==> src/hdl/lcbc_pkg.sv <==
package lcbc_pkg;

    // Field widths of the ports.
    localparam int PERIOD_W   = 16;
    localparam int DEBOUNCE_W = 8;
    localparam int BUTTONS_W  = 4;
    localparam int LEDS_W     = 16;
    localparam int POS_W      = 4;
    localparam int CFG_IDX_W  = 3;

    // Default LED count.
    localparam int NUM_LEDS_DEFAULT = 16;

    // Register reset values.
    localparam logic [PERIOD_W-1:0]   RST_MIN_PERIOD     = 16'd100;
    localparam logic [PERIOD_W-1:0]   RST_MAX_PERIOD     = 16'd10000;
    localparam logic [PERIOD_W-1:0]   RST_INITIAL_PERIOD = 16'd1000;
    localparam logic [PERIOD_W-1:0]   RST_PERIOD_STEP    = 16'd100;
    localparam logic [DEBOUNCE_W-1:0] RST_DEBOUNCE_TICKS = 8'd10;

    // Button bit positions.
    localparam int BIT_REVERSE = 0;
    localparam int BIT_FASTER  = 1;
    localparam int BIT_SLOWER  = 2;
    localparam int BIT_PAUSE   = 3;

    typedef enum logic [CFG_IDX_W-1:0] {
        REG_MIN_PERIOD     = 3'd0,
        REG_MAX_PERIOD     = 3'd1,
        REG_INITIAL_PERIOD = 3'd2,
        REG_PERIOD_STEP    = 3'd3,
        REG_DEBOUNCE_TICKS = 3'd4
    } t_reg_idx;

    typedef struct packed {
        logic [PERIOD_W-1:0]   min_period;
        logic [PERIOD_W-1:0]   max_period;
        logic [PERIOD_W-1:0]   period_step;
        logic [DEBOUNCE_W-1:0] debounce_ticks;
    } t_cfg;

    typedef struct packed {
        logic                load;
        logic [PERIOD_W-1:0] value;
    } t_period_load;

    typedef struct packed {
        logic [LEDS_W-1:0]   leds;
        logic [POS_W-1:0]    led_position;
        logic                moving_down;
        logic [PERIOD_W-1:0] step_period;
        logic                running;
    } t_result;

endpackage

==> src/hdl/lcbc_cfg_regs.sv <==
module lcbc_cfg_regs (
    input  logic                                i_clk,
    input  logic                                i_rst_n,
    input  logic                                i_cfg_valid,
    input  logic [lcbc_pkg::CFG_IDX_W-1:0]      i_cfg_index,
    input  logic [lcbc_pkg::PERIOD_W-1:0]       i_cfg_data,
    output lcbc_pkg::t_cfg                      o_cfg,
    output lcbc_pkg::t_period_load              o_period_load
);

    lcbc_pkg::t_cfg r_cfg;

    always_ff @(posedge i_clk) begin
        if (!i_rst_n) begin
            r_cfg.min_period     <= lcbc_pkg::RST_MIN_PERIOD;
            r_cfg.max_period     <= lcbc_pkg::RST_MAX_PERIOD;
            r_cfg.period_step    <= lcbc_pkg::RST_PERIOD_STEP;
            r_cfg.debounce_ticks <= lcbc_pkg::RST_DEBOUNCE_TICKS;
        end else if (i_cfg_valid) begin
            case (i_cfg_index)
                lcbc_pkg::REG_MIN_PERIOD:     r_cfg.min_period  <= i_cfg_data;
                lcbc_pkg::REG_MAX_PERIOD:     r_cfg.max_period  <= i_cfg_data;
                lcbc_pkg::REG_PERIOD_STEP:    r_cfg.period_step <= i_cfg_data;
                lcbc_pkg::REG_DEBOUNCE_TICKS: begin
                    r_cfg.debounce_ticks <= i_cfg_data[lcbc_pkg::DEBOUNCE_W-1:0];
                end
                default: ;
            endcase
        end
    end

    // The initial period register only matters as a load into the live period,
    // so it is passed on as a one-cycle load strobe.
    assign o_period_load.load  = i_cfg_valid &&
                                 (i_cfg_index == lcbc_pkg::REG_INITIAL_PERIOD);
    assign o_period_load.value = i_cfg_data;
    assign o_cfg               = r_cfg;

endmodule

==> src/hdl/lcbc_engine.sv <==
module lcbc_engine #(
    parameter int NUM_LEDS = lcbc_pkg::NUM_LEDS_DEFAULT
) (
    input  logic                             i_clk,
    input  logic                             i_rst_n,
    input  logic                             i_tick,
    input  logic [lcbc_pkg::BUTTONS_W-1:0]   i_buttons,
    input  lcbc_pkg::t_cfg                   i_cfg,
    input  lcbc_pkg::t_period_load           i_period_load,
    output lcbc_pkg::t_result                o_next
);

    localparam int PW = $clog2(NUM_LEDS);
    localparam logic [PW-1:0] LAST_POS = PW'(NUM_LEDS - 1);
    localparam int PERW = lcbc_pkg::PERIOD_W;

    logic [NUM_LEDS-1:0]               r_pattern, n_pattern;
    logic [PW-1:0]                     r_pos, n_pos;
    logic                              r_down, n_down;
    logic [PERW-1:0]                   r_period, n_period;
    logic                              r_run, n_run;
    logic [PERW-1:0]                   r_cnt, n_cnt;
    logic [lcbc_pkg::BUTTONS_W-1:0]    r_last, n_last;
    logic [lcbc_pkg::DEBOUNCE_W-1:0]   r_dcnt, n_dcnt;
    logic                              r_pend, n_pend;
    logic [PERW:0]                     diff;
    logic [PERW:0]                     sum;

    assign diff = {1'b0, r_period} - {1'b0, i_cfg.period_step};
    assign sum  = {1'b0, r_period} + {1'b0, i_cfg.period_step};

    always_comb begin
        n_pattern = r_pattern;
        n_pos     = r_pos;
        n_down    = r_down;
        n_period  = r_period;
        n_run     = r_run;
        n_cnt     = r_cnt;
        n_last    = r_last;
        n_dcnt    = r_dcnt;
        n_pend    = r_pend;

        // The step comes first and uses the direction and period in force.
        if (r_run) begin
            if (r_cnt == '0) begin
                n_pattern = NUM_LEDS'(1) << r_pos;
                if (r_down) begin
                    n_pos = (r_pos == '0) ? LAST_POS : r_pos - 1'b1;
                end else begin
                    n_pos = (r_pos == LAST_POS) ? '0 : r_pos + 1'b1;
                end
                n_cnt = (r_period == '0) ? '0 : r_period - 1'b1;
            end else begin
                n_cnt = r_cnt - 1'b1;
            end
        end

        if (i_buttons != r_last) begin
            n_last = i_buttons;
            n_dcnt = i_cfg.debounce_ticks;
            n_pend = 1'b1;
        end else if (r_pend) begin
            if (r_dcnt <= 8'd1) begin
                n_pend = 1'b0;
                n_dcnt = '0;
                if (i_buttons[lcbc_pkg::BIT_REVERSE]) begin
                    n_down = ~r_down;
                end else if (i_buttons[lcbc_pkg::BIT_FASTER]) begin
                    // A borrow means the result went below zero, hence below the floor.
                    if (diff[PERW] || (diff[PERW-1:0] < i_cfg.min_period)) begin
                        n_period = i_cfg.min_period;
                    end else begin
                        n_period = diff[PERW-1:0];
                    end
                end else if (i_buttons[lcbc_pkg::BIT_SLOWER]) begin
                    if (sum > {1'b0, i_cfg.max_period}) begin
                        n_period = i_cfg.max_period;
                    end else begin
                        n_period = sum[PERW-1:0];
                    end
                end else if (i_buttons[lcbc_pkg::BIT_PAUSE]) begin
                    n_run = ~r_run;
                    n_cnt = '0;
                end
            end else begin
                n_dcnt = r_dcnt - 1'b1;
            end
        end
    end

    always_ff @(posedge i_clk) begin
        if (!i_rst_n) begin
            r_pattern <= '0;
            r_pos     <= '0;
            r_down    <= 1'b0;
            r_period  <= lcbc_pkg::RST_INITIAL_PERIOD;
            r_run     <= 1'b1;
            r_cnt     <= '0;
            r_last    <= '0;
            r_dcnt    <= '0;
            r_pend    <= 1'b0;
        end else begin
            if (i_tick) begin
                r_pattern <= n_pattern;
                r_pos     <= n_pos;
                r_down    <= n_down;
                r_period  <= n_period;
                r_run     <= n_run;
                r_cnt     <= n_cnt;
                r_last    <= n_last;
                r_dcnt    <= n_dcnt;
                r_pend    <= n_pend;
            end
            if (i_period_load.load) begin
                r_period <= i_period_load.value;
            end
        end
    end

    // Size casts truncate or zero-extend to the port widths as needed.
    assign o_next.leds         = lcbc_pkg::LEDS_W'(n_pattern);
    assign o_next.led_position = lcbc_pkg::POS_W'(n_pos);
    assign o_next.moving_down  = n_down;
    assign o_next.step_period  = n_period;
    assign o_next.running      = n_run;

endmodule

==> src/hdl/led_chaser_with_button_control.sv <==
// An accepted tick is held in the input register and moves through the state update into the
// result register. Throughput: one tick per clock cycle while results are taken; the two
// registers hold one item each; the update between them is a single counter and compare pass.
// Reset (i_rst_n low, synchronous): LEDs dark, index 0, counting up, running, period 1000,
// first step due on the first tick, and all configuration registers back to their defaults.
module led_chaser_with_button_control #(
    parameter int NUM_LEDS = lcbc_pkg::NUM_LEDS_DEFAULT
) (
    input  logic                              i_clk,
    input  logic                              i_rst_n,
    // Tick input channel.
    input  logic                              i_in_valid,
    output logic                              o_in_ready,
    input  logic [lcbc_pkg::BUTTONS_W-1:0]    i_buttons,
    // Result output channel.
    output logic                              o_out_valid,
    input  logic                              i_out_ready,
    output logic [lcbc_pkg::LEDS_W-1:0]       o_leds,
    output logic [lcbc_pkg::POS_W-1:0]        o_led_position,
    output logic                              o_moving_down,
    output logic [lcbc_pkg::PERIOD_W-1:0]     o_step_period,
    output logic                              o_running,
    // Configuration write channel.
    input  logic                              i_cfg_valid,
    output logic                              o_cfg_ready,
    input  logic [lcbc_pkg::CFG_IDX_W-1:0]    i_cfg_index,
    input  logic [lcbc_pkg::PERIOD_W-1:0]     i_cfg_data
);

    // Input register: holds one accepted tick until the state update can run.
    logic                              r_in_valid;
    logic [lcbc_pkg::BUTTONS_W-1:0]    r_in_buttons;
    // Result register: holds one finished result until the consumer takes it.
    logic                              r_out_valid;
    lcbc_pkg::t_result                 r_out;

    lcbc_pkg::t_cfg                    cfg;
    lcbc_pkg::t_period_load            period_load;
    lcbc_pkg::t_result                 next_result;
    logic                              advance;

    // A tick moves into the state update whenever the result register is free
    // or is being emptied in this same cycle.
    assign advance    = r_in_valid && (!r_out_valid || i_out_ready);
    // The input register accepts a new transfer when it is empty or draining.
    assign o_in_ready = !r_in_valid || advance;
    // Configuration writes are always taken; the user must send them only while idle, as the block does not enforce it.
    assign o_cfg_ready = 1'b1;

    lcbc_cfg_regs u_cfg_regs (
        .i_clk         (i_clk),
        .i_rst_n       (i_rst_n),
        .i_cfg_valid   (i_cfg_valid),
        .i_cfg_index   (i_cfg_index),
        .i_cfg_data    (i_cfg_data),
        .o_cfg         (cfg),
        .o_period_load (period_load)
    );

    lcbc_engine #(
        .NUM_LEDS (NUM_LEDS)
    ) u_engine (
        .i_clk         (i_clk),
        .i_rst_n       (i_rst_n),
        .i_tick        (advance),
        .i_buttons     (r_in_buttons),
        .i_cfg         (cfg),
        .i_period_load (period_load),
        .o_next        (next_result)
    );

    always_ff @(posedge i_clk) begin
        if (!i_rst_n) begin
            r_in_valid  <= 1'b0;
            r_out_valid <= 1'b0;
        end else begin
            if (o_in_ready) begin
                r_in_valid <= i_in_valid;
            end
            if (advance) begin
                r_out_valid <= 1'b1;
            end else if (i_out_ready) begin
                r_out_valid <= 1'b0;
            end
        end
    end

    // Payload registers carry no reset; the valid flags qualify them.
    always_ff @(posedge i_clk) begin
        if (o_in_ready && i_in_valid) begin
            r_in_buttons <= i_buttons;
        end
        if (advance) begin
            r_out <= next_result;
        end
    end

    assign o_out_valid    = r_out_valid;
    assign o_leds         = r_out.leds;
    assign o_led_position = r_out.led_position;
    assign o_moving_down  = r_out.moving_down;
    assign o_step_period  = r_out.step_period;
    assign o_running      = r_out.running;

    // A waiting tick must not be dropped while the result register is stalled.
    a_in_held_on_stall: assert property (@(posedge i_clk) disable iff (!i_rst_n)
        (r_in_valid && r_out_valid && !i_out_ready) |=> r_in_valid)
        else $error("pending tick lost while output stalled");

    // The result register only changes when a tick advances into it.
    a_result_only_on_advance: assert property (@(posedge i_clk) disable iff (!i_rst_n)
        (r_out_valid && !advance) |=> $stable(r_out))
        else $error("result changed without an advancing tick");

    // The LED drive is never more than one LED at a time.
    a_leds_onehot0: assert property (@(posedge i_clk) disable iff (!i_rst_n)
        r_out_valid |-> $onehot0(o_leds))
        else $error("more than one LED lit");

endmodule

==> config.mk <==
export PLATFORM = sky130hd
export DESIGN_NAME = led_chaser_with_button_control
export DESIGN_NICKNAME = d
export VERILOG_FILES = /design/src/hdl/lcbc_pkg.sv /design/src/hdl/lcbc_cfg_regs.sv /design/src/hdl/lcbc_engine.sv /design/src/hdl/led_chaser_with_button_control.sv
export SDC_FILE = /design/constraint.sdc
export NUM_CORES = 1
export LEC_CHECK = 0
export ABC_CLOCK_PERIOD_IN_PS = 10800
export BUFFER_PORTS_ARGS = -buffer_cell sky130_fd_sc_hd__buf_2
export CAP_MARGIN = 30
export CORE_MARGIN = 2
export CORE_UTILIZATION = 60
export CTS_BUF_LIST = sky130_fd_sc_hd__clkbuf_16
export DETAILED_ROUTE_END_ITERATION = 8
export MAX_ROUTING_LAYER = met4
export PLACE_DENSITY = 0.76
export SYNTH_ARGS = -nofsm -noshare
export SYNTH_HDL_FRONTEND = slang
export SYNTH_HIERARCHICAL = 1
export SYNTH_SLANG_ARGS = --single-unit
export TNS_END_PERCENT = 100
==> constraint.sdc <==
create_clock -name i_clk -period 10.8 [get_ports i_clk]
set_clock_uncertainty 0.15 [all_clocks]
set_input_delay 2.16 -clock i_clk [delete_from_list [all_inputs] [get_ports i_clk]]
set_output_delay 2.16 -clock i_clk [all_outputs]
set_load 0.005 [all_outputs]
== Word-level counts from Yosys, hierarchy flattened ==
Cells that the tools add are included.
Storage, ports and cells
  word-level logic and storage cells: 107
  output and inout port bits: 41
  register bits: 167
Operators by class
  equality and inequality tests: 6
  add/subtract/negate cells: 7
  order comparisons: 3
  reduce and logical (&&, ||, !) cells: 21
  bitwise operators: 2
  shift-type cells: 1
  muxes and demuxes: 46
Operators by type and width (number)
  two-way mux 16 bit: 22
  zero test 16 bit: 2
  subtractor 16 x 1 -> 16 bit, second input constant: 2
  two-way mux 8 bit: 3
  two-way mux 4 bit: 5
  adder 16 x 16 -> 17 bit: 1
  greater-than comparator 17 x 16 -> 1 bit: 1
  subtractor 16 x 16 -> 17 bit: 1
  < comparator 16 bit: 1
  two-way mux 1 bit: 16
  left shift 1 x 4 -> 16 bit, first input constant: 1
  AND reduction 2 bit: 6
  <= comparator 8 x 1 -> 1 bit, second input constant: 1
  subtractor 8 x 1 -> 8 bit, second input constant: 1
  == test 3 x 2 -> 1 bit, second input constant: 2
  nonzero test 2 bit: 3
  adder 4 x 1 -> 4 bit, second input constant: 1
  == test 4 bit, second input constant: 1
  zero test 4 bit: 1
  inequality test 4 bit: 1
  subtractor 4 x 1 -> 4 bit, second input constant: 1
  == test 3 x 1 -> 1 bit, second input constant: 1
  == test 3 bit, second input constant: 1
  logical AND 1 bit: 3
  4 further kinds: 8

== Logic depth before layout (Yosys ltp) ==
  depth after elaboration: 11
  depth in mapped cells: 21
  depth with buffers taken out: 20

== Modules after synthesis ==
The synthesis kept the hierarchy.
Modules (own cells, without submodules)
  lcbc_engine: instances 1, cells an instance 1042, area an instance 7393.3 um^2, sequential area each 1341.3 um^2
  lcbc_cfg_regs: instances 1, cells an instance 233, area an instance 2339.7 um^2, sequential area each 1121.1 um^2
  led_chaser_with_button_control: instances 1, cells an instance 53, area an instance 1376.3 um^2, sequential area each 1301.2 um^2

== Worst setup path after synthesis ==
OpenSTA, ideal clock, no wires.
  kind: input to register
  start point: input port i_out_ready
  end point: register u_engine.r_cnt[2]
  cell stages on the path: 7
  setup slack: 5.418 ns
  data required time: 10.580 ns
  arrival: 5.162 ns
  path buffers: 1
  library setup time: 0.070 ns
  cell sequence: nor2b_4 > nor2b_1 > clkbuf_1 > inv_1 > or3_1 > or2_2 > a21oi_1
Between the ends
  word-level cells in the longest chain between the ends: 2
Ends and longest elaborated chain
  from (decl): line led_chaser_with_button_control.sv:17  | input logic i_out_ready,
  logical OR 1 bit: line led_chaser_with_button_control.sv:44  | assign advance = r_in_valid && (!r_out_valid || i_out_ready);
  logical AND 1 bit: line led_chaser_with_button_control.sv:44
  via advance: line led_chaser_with_button_control.sv:40  | logic advance;
  to (signal assigned): line lcbc_engine.sv:109  | r_cnt <= n_cnt;
  to (decl): line lcbc_engine.sv:22  | logic [PERW-1:0] r_cnt, n_cnt;
The timed path passes the listed nets, and every way through them passes these cells.
A chain may end at the register's enable or synchronous reset.

==> reports/qor.yml <==
logic_synthesis:
  syn_nets: 1434
  syn_area_mm2: 0.0111
  yosys.area.top_type_share_pct: 22.5
  yosysWarnings: 6
  avgSynthCellArea_um2: 8.37
  synth_most_common_cell: "nand2_1"
  synth-edff-count: 42
  synth_cells: 1328
  synth_area_leaders: "dfxtp_1 (23%), edfxtp_1 (11%), ha_1 (8.6%)"
  synthFlopType: "dfxtp_1"
  synth.distinct_cells: 97
  seq_area_frac_synth_pct: 33.9
  synth-seq-cells: 167
  synthArstFlopShare_pct: 0
  synthTopCellsByCount: "nand2_1 (183), dfxtp_1 (125), nor2_1 (98), inv_1 (90), a21oi_1 (88)"
  synth_top_cell_by_area: "dfxtp_1"
floorplanning:
  io_pins: 69
  start_util_pct: 61.4
  design.die.area_mm2: 0.0196
  die_w_um: 140
  core_area_mm2: 0.0181
  num_rows: 49
  die_h_um: 140
clocking:
  post_cts_buffers: 0
  cts_sinks: 167
  clk_pin_slew_ns: 0.07
  cts-root-buf: "clkbuf_16"
  cts_buffer_depth: 2
  clock_latency_ns: 0.44
  cts_resized: 0
  cts_tree: "done"
  cts_made_buffers: 17
  cts.htree.levels: 4
  hold_buffers: 0
placement:
  dpl.cell_count: 1546
  pre_cts_ws_ns: 5.66
  dp_hpwl_um: 22200
  place_area_mm2: 0.0114
  numPortBuffers: 67
  place.gp.congestion: 0.962
global_routing:
  grt_antenna_before_repair: 0
  grt_pass1_wl_um: 47800
  grt_max_degree: 76
  grt_pass1_vias: 8875
  grt_use_total_pct: 31.7
  overflow: 0
power:
  leakage_nw: 5.01
  power.switching_uw: 922
  pwr-share-seq_pct: 33.0
  swShare_pct: 40.8
  clockPowerShare_pct: 27.3
  combPwrFrac_pct: 39.8
  power.total_mw: 2.26
  ir_worst_vdd_mv: 0.174
  p_int_mw: 1.34
  power_density_mw_per_mm2: 188
setup_path:
  critical_path_class: "flip-flop to flip-flop"
  cp.required_ns: 10.81
  endpoint_kind: "flip-flop"
  cpMostUsedCell: "a2111oi_0"
  r2r_cells: 16
  critPathArrivalTime_ns: 5.44
  worstPathMaxFanout: 9
  path_cells: "ha_1 -> nand2b_1 -> a221oi_1 -> nor4_2 -> o21ai_2 -> a2111oi_0 -> a311oi_1 -> inv_1 -> ha_1 -> nand2_1 -> nor2_1 -> a41oi_1 -> o22a_1 -> a2111oi_0 -> a2111oi_0 -> a311oi_1"
  slowest_stage: "a311oi_1"
  start_kind: "flip-flop"
  cp_slowest_stage_delay_ns: 0.58
routing:
  antenna_left: 0
  via_per_inst: 6.10
  drtIter0Drc: 913
  wl_per_cell_um: 19.1
  finalWirelength_um: 30100
  drtPass1Iterations: 7
  num_vias: 9632
  route.detailed.drc: 4
timing:
  fin_ws_ns: 5.37
  rsz0062_at_grt: "false"
  setup-violations-final: 0
  final.min_clock_period_ns: 5.43
  finalMaxSlewViolations: 0
  hold_viol: 0
  post-route-period-util_pct: 50.2
  relSlewSlack_pct: 35.3
  worst_pin_slew_ns: 0.964
  max_freq_mhz: 184
  tns_ns: 0
  whs_ns: 0.320
status:
  violations: "DRC"
  status: "finished, violations left"
layout:
  syn_to_final_growth_pct: 8.29
  design_area_mm2: 0.0120
  finalNonFillerCells: 1578
  layout.nets: 1442
  antenna_cells: 0
  final_util_pct: 66.5
  drive_above_1_share_pct: 11.4
worst_hold_path:
  min_path_type: "flip-flop to flip-flop"
  hold_depth: 2
flow_run:
  drv_cap: 0
[registers in the layout, summed over array words and instances, names as in the netlist]
register            flops
o_moving_down           1
r_in_buttons            4
o_running               1
o_out_valid             1
u_engine/r_cnt         16
u_engine/r_pend         1
r_in_valid              1
o_step_period          16
u_cfg_regs/o_cfg       56
u_engine/r_dcnt         8
u_engine/r_last         4
u_engine/r_pos          4
u_engine/r_pattern     16
u_engine/r_period      16
u_engine/r_down         1
o_leds                 16
u_engine/r_run          1
o_led_position          4
[path summary, 6_finish.rpt]
check	endpoint	slack [ns]	from
setup reg to reg	o_step_period[12]	5.37	u_engine/r_period[2]
setup / recovery	o_step_period[12]	5.37	u_engine/r_period[2]
hold / removal	u_engine/r_pattern[15]	0.32	u_engine/r_pattern[15]
hold reg to reg	u_engine/r_pattern[15]	0.32	u_engine/r_pattern[15]
[logic make-up after synthesis]
kind of cell | synth area share, %
and+or+nand+nor | 21.5
AOI/OAI and AO/OA | 18.6
buffers and inverters | 7.16
DFF | 33.9
adders and majority gates | 8.92
muxes | 6.15
xor gates and xnor gates | 3.78
other | 0.0338
[routing by layer]
| metal | part of all wire [%] | up-vias | wire length [um] | global-route usage [%] |
|---|---|---|---|---|
| li1 | - | 4674 | - | - |
| met1 | 46 | 4561 | 13800 | 44.0 |
| met2 | 46 | 354 | 13800 | 48.8 |
| met3 | 6.6 | 43 | 1990 | 4.68 |
| met4 | 1.7 | 0 | 505 | 8.08 |
| met5 | 0 | - | 0 | - |
[critical path: cells and delay by family, from the launching register on]
| kind | cells | cell delay (ns) |
|---|---|---|
| compound gates | 9 | 3.05 |
| fa+ha+maj | 2 | 0.73 |
| buf+inv | 1 | 0.10 |
| flops | 1 | 0.52 |
| simple gates | 4 | 0.62 |
[area by class of cell]
cell class	count	area (um^2)
Fill cell	1484	6060
Clock buffer	17	425
Inverter	90	338
Sequential cell	167	3760
Tap cell	229	287
Timing Repair Buffer	77	444
Clock inverter	15	185
Multi-Input combinational cell	983	6590
[power groups by stage]
stage | Combinational (mW) | Clock (mW) | Sequential (mW)
final | 0.899 | 0.616 | 0.745
after global routing | 0.998 | 0.649 | 0.751
after CTS | 0.878 | 0.626 | 0.743
after detailed placement | 0.867 | 0 | 0.756
after global placement | 0.834 | 0 | 0.755
after floorplan | 0.694 | 0 | 0.742
[placed cells by master, fill, tap and decap left out, types with 11 or more instances in the layout]
master / instances
o21a_1: 16
nor2_1: 98
buf_2: 66
a21o_1: 18
nand2b_1: 13
nand3_1: 34
clkbuf_16: 17
inv_1: 90
nor2b_1: 30
a31oi_1: 11
a21oi_1: 88
mux2i_1: 66
xnor2_1: 34
nor3_1: 33
ha_1: 76
dfxtp_1: 125
o21ai_0: 62
a211oi_1: 13
edfxtp_1: 42
xor2_1: 14
nand2_1: 183
Power figures use the tool's default switching activity.
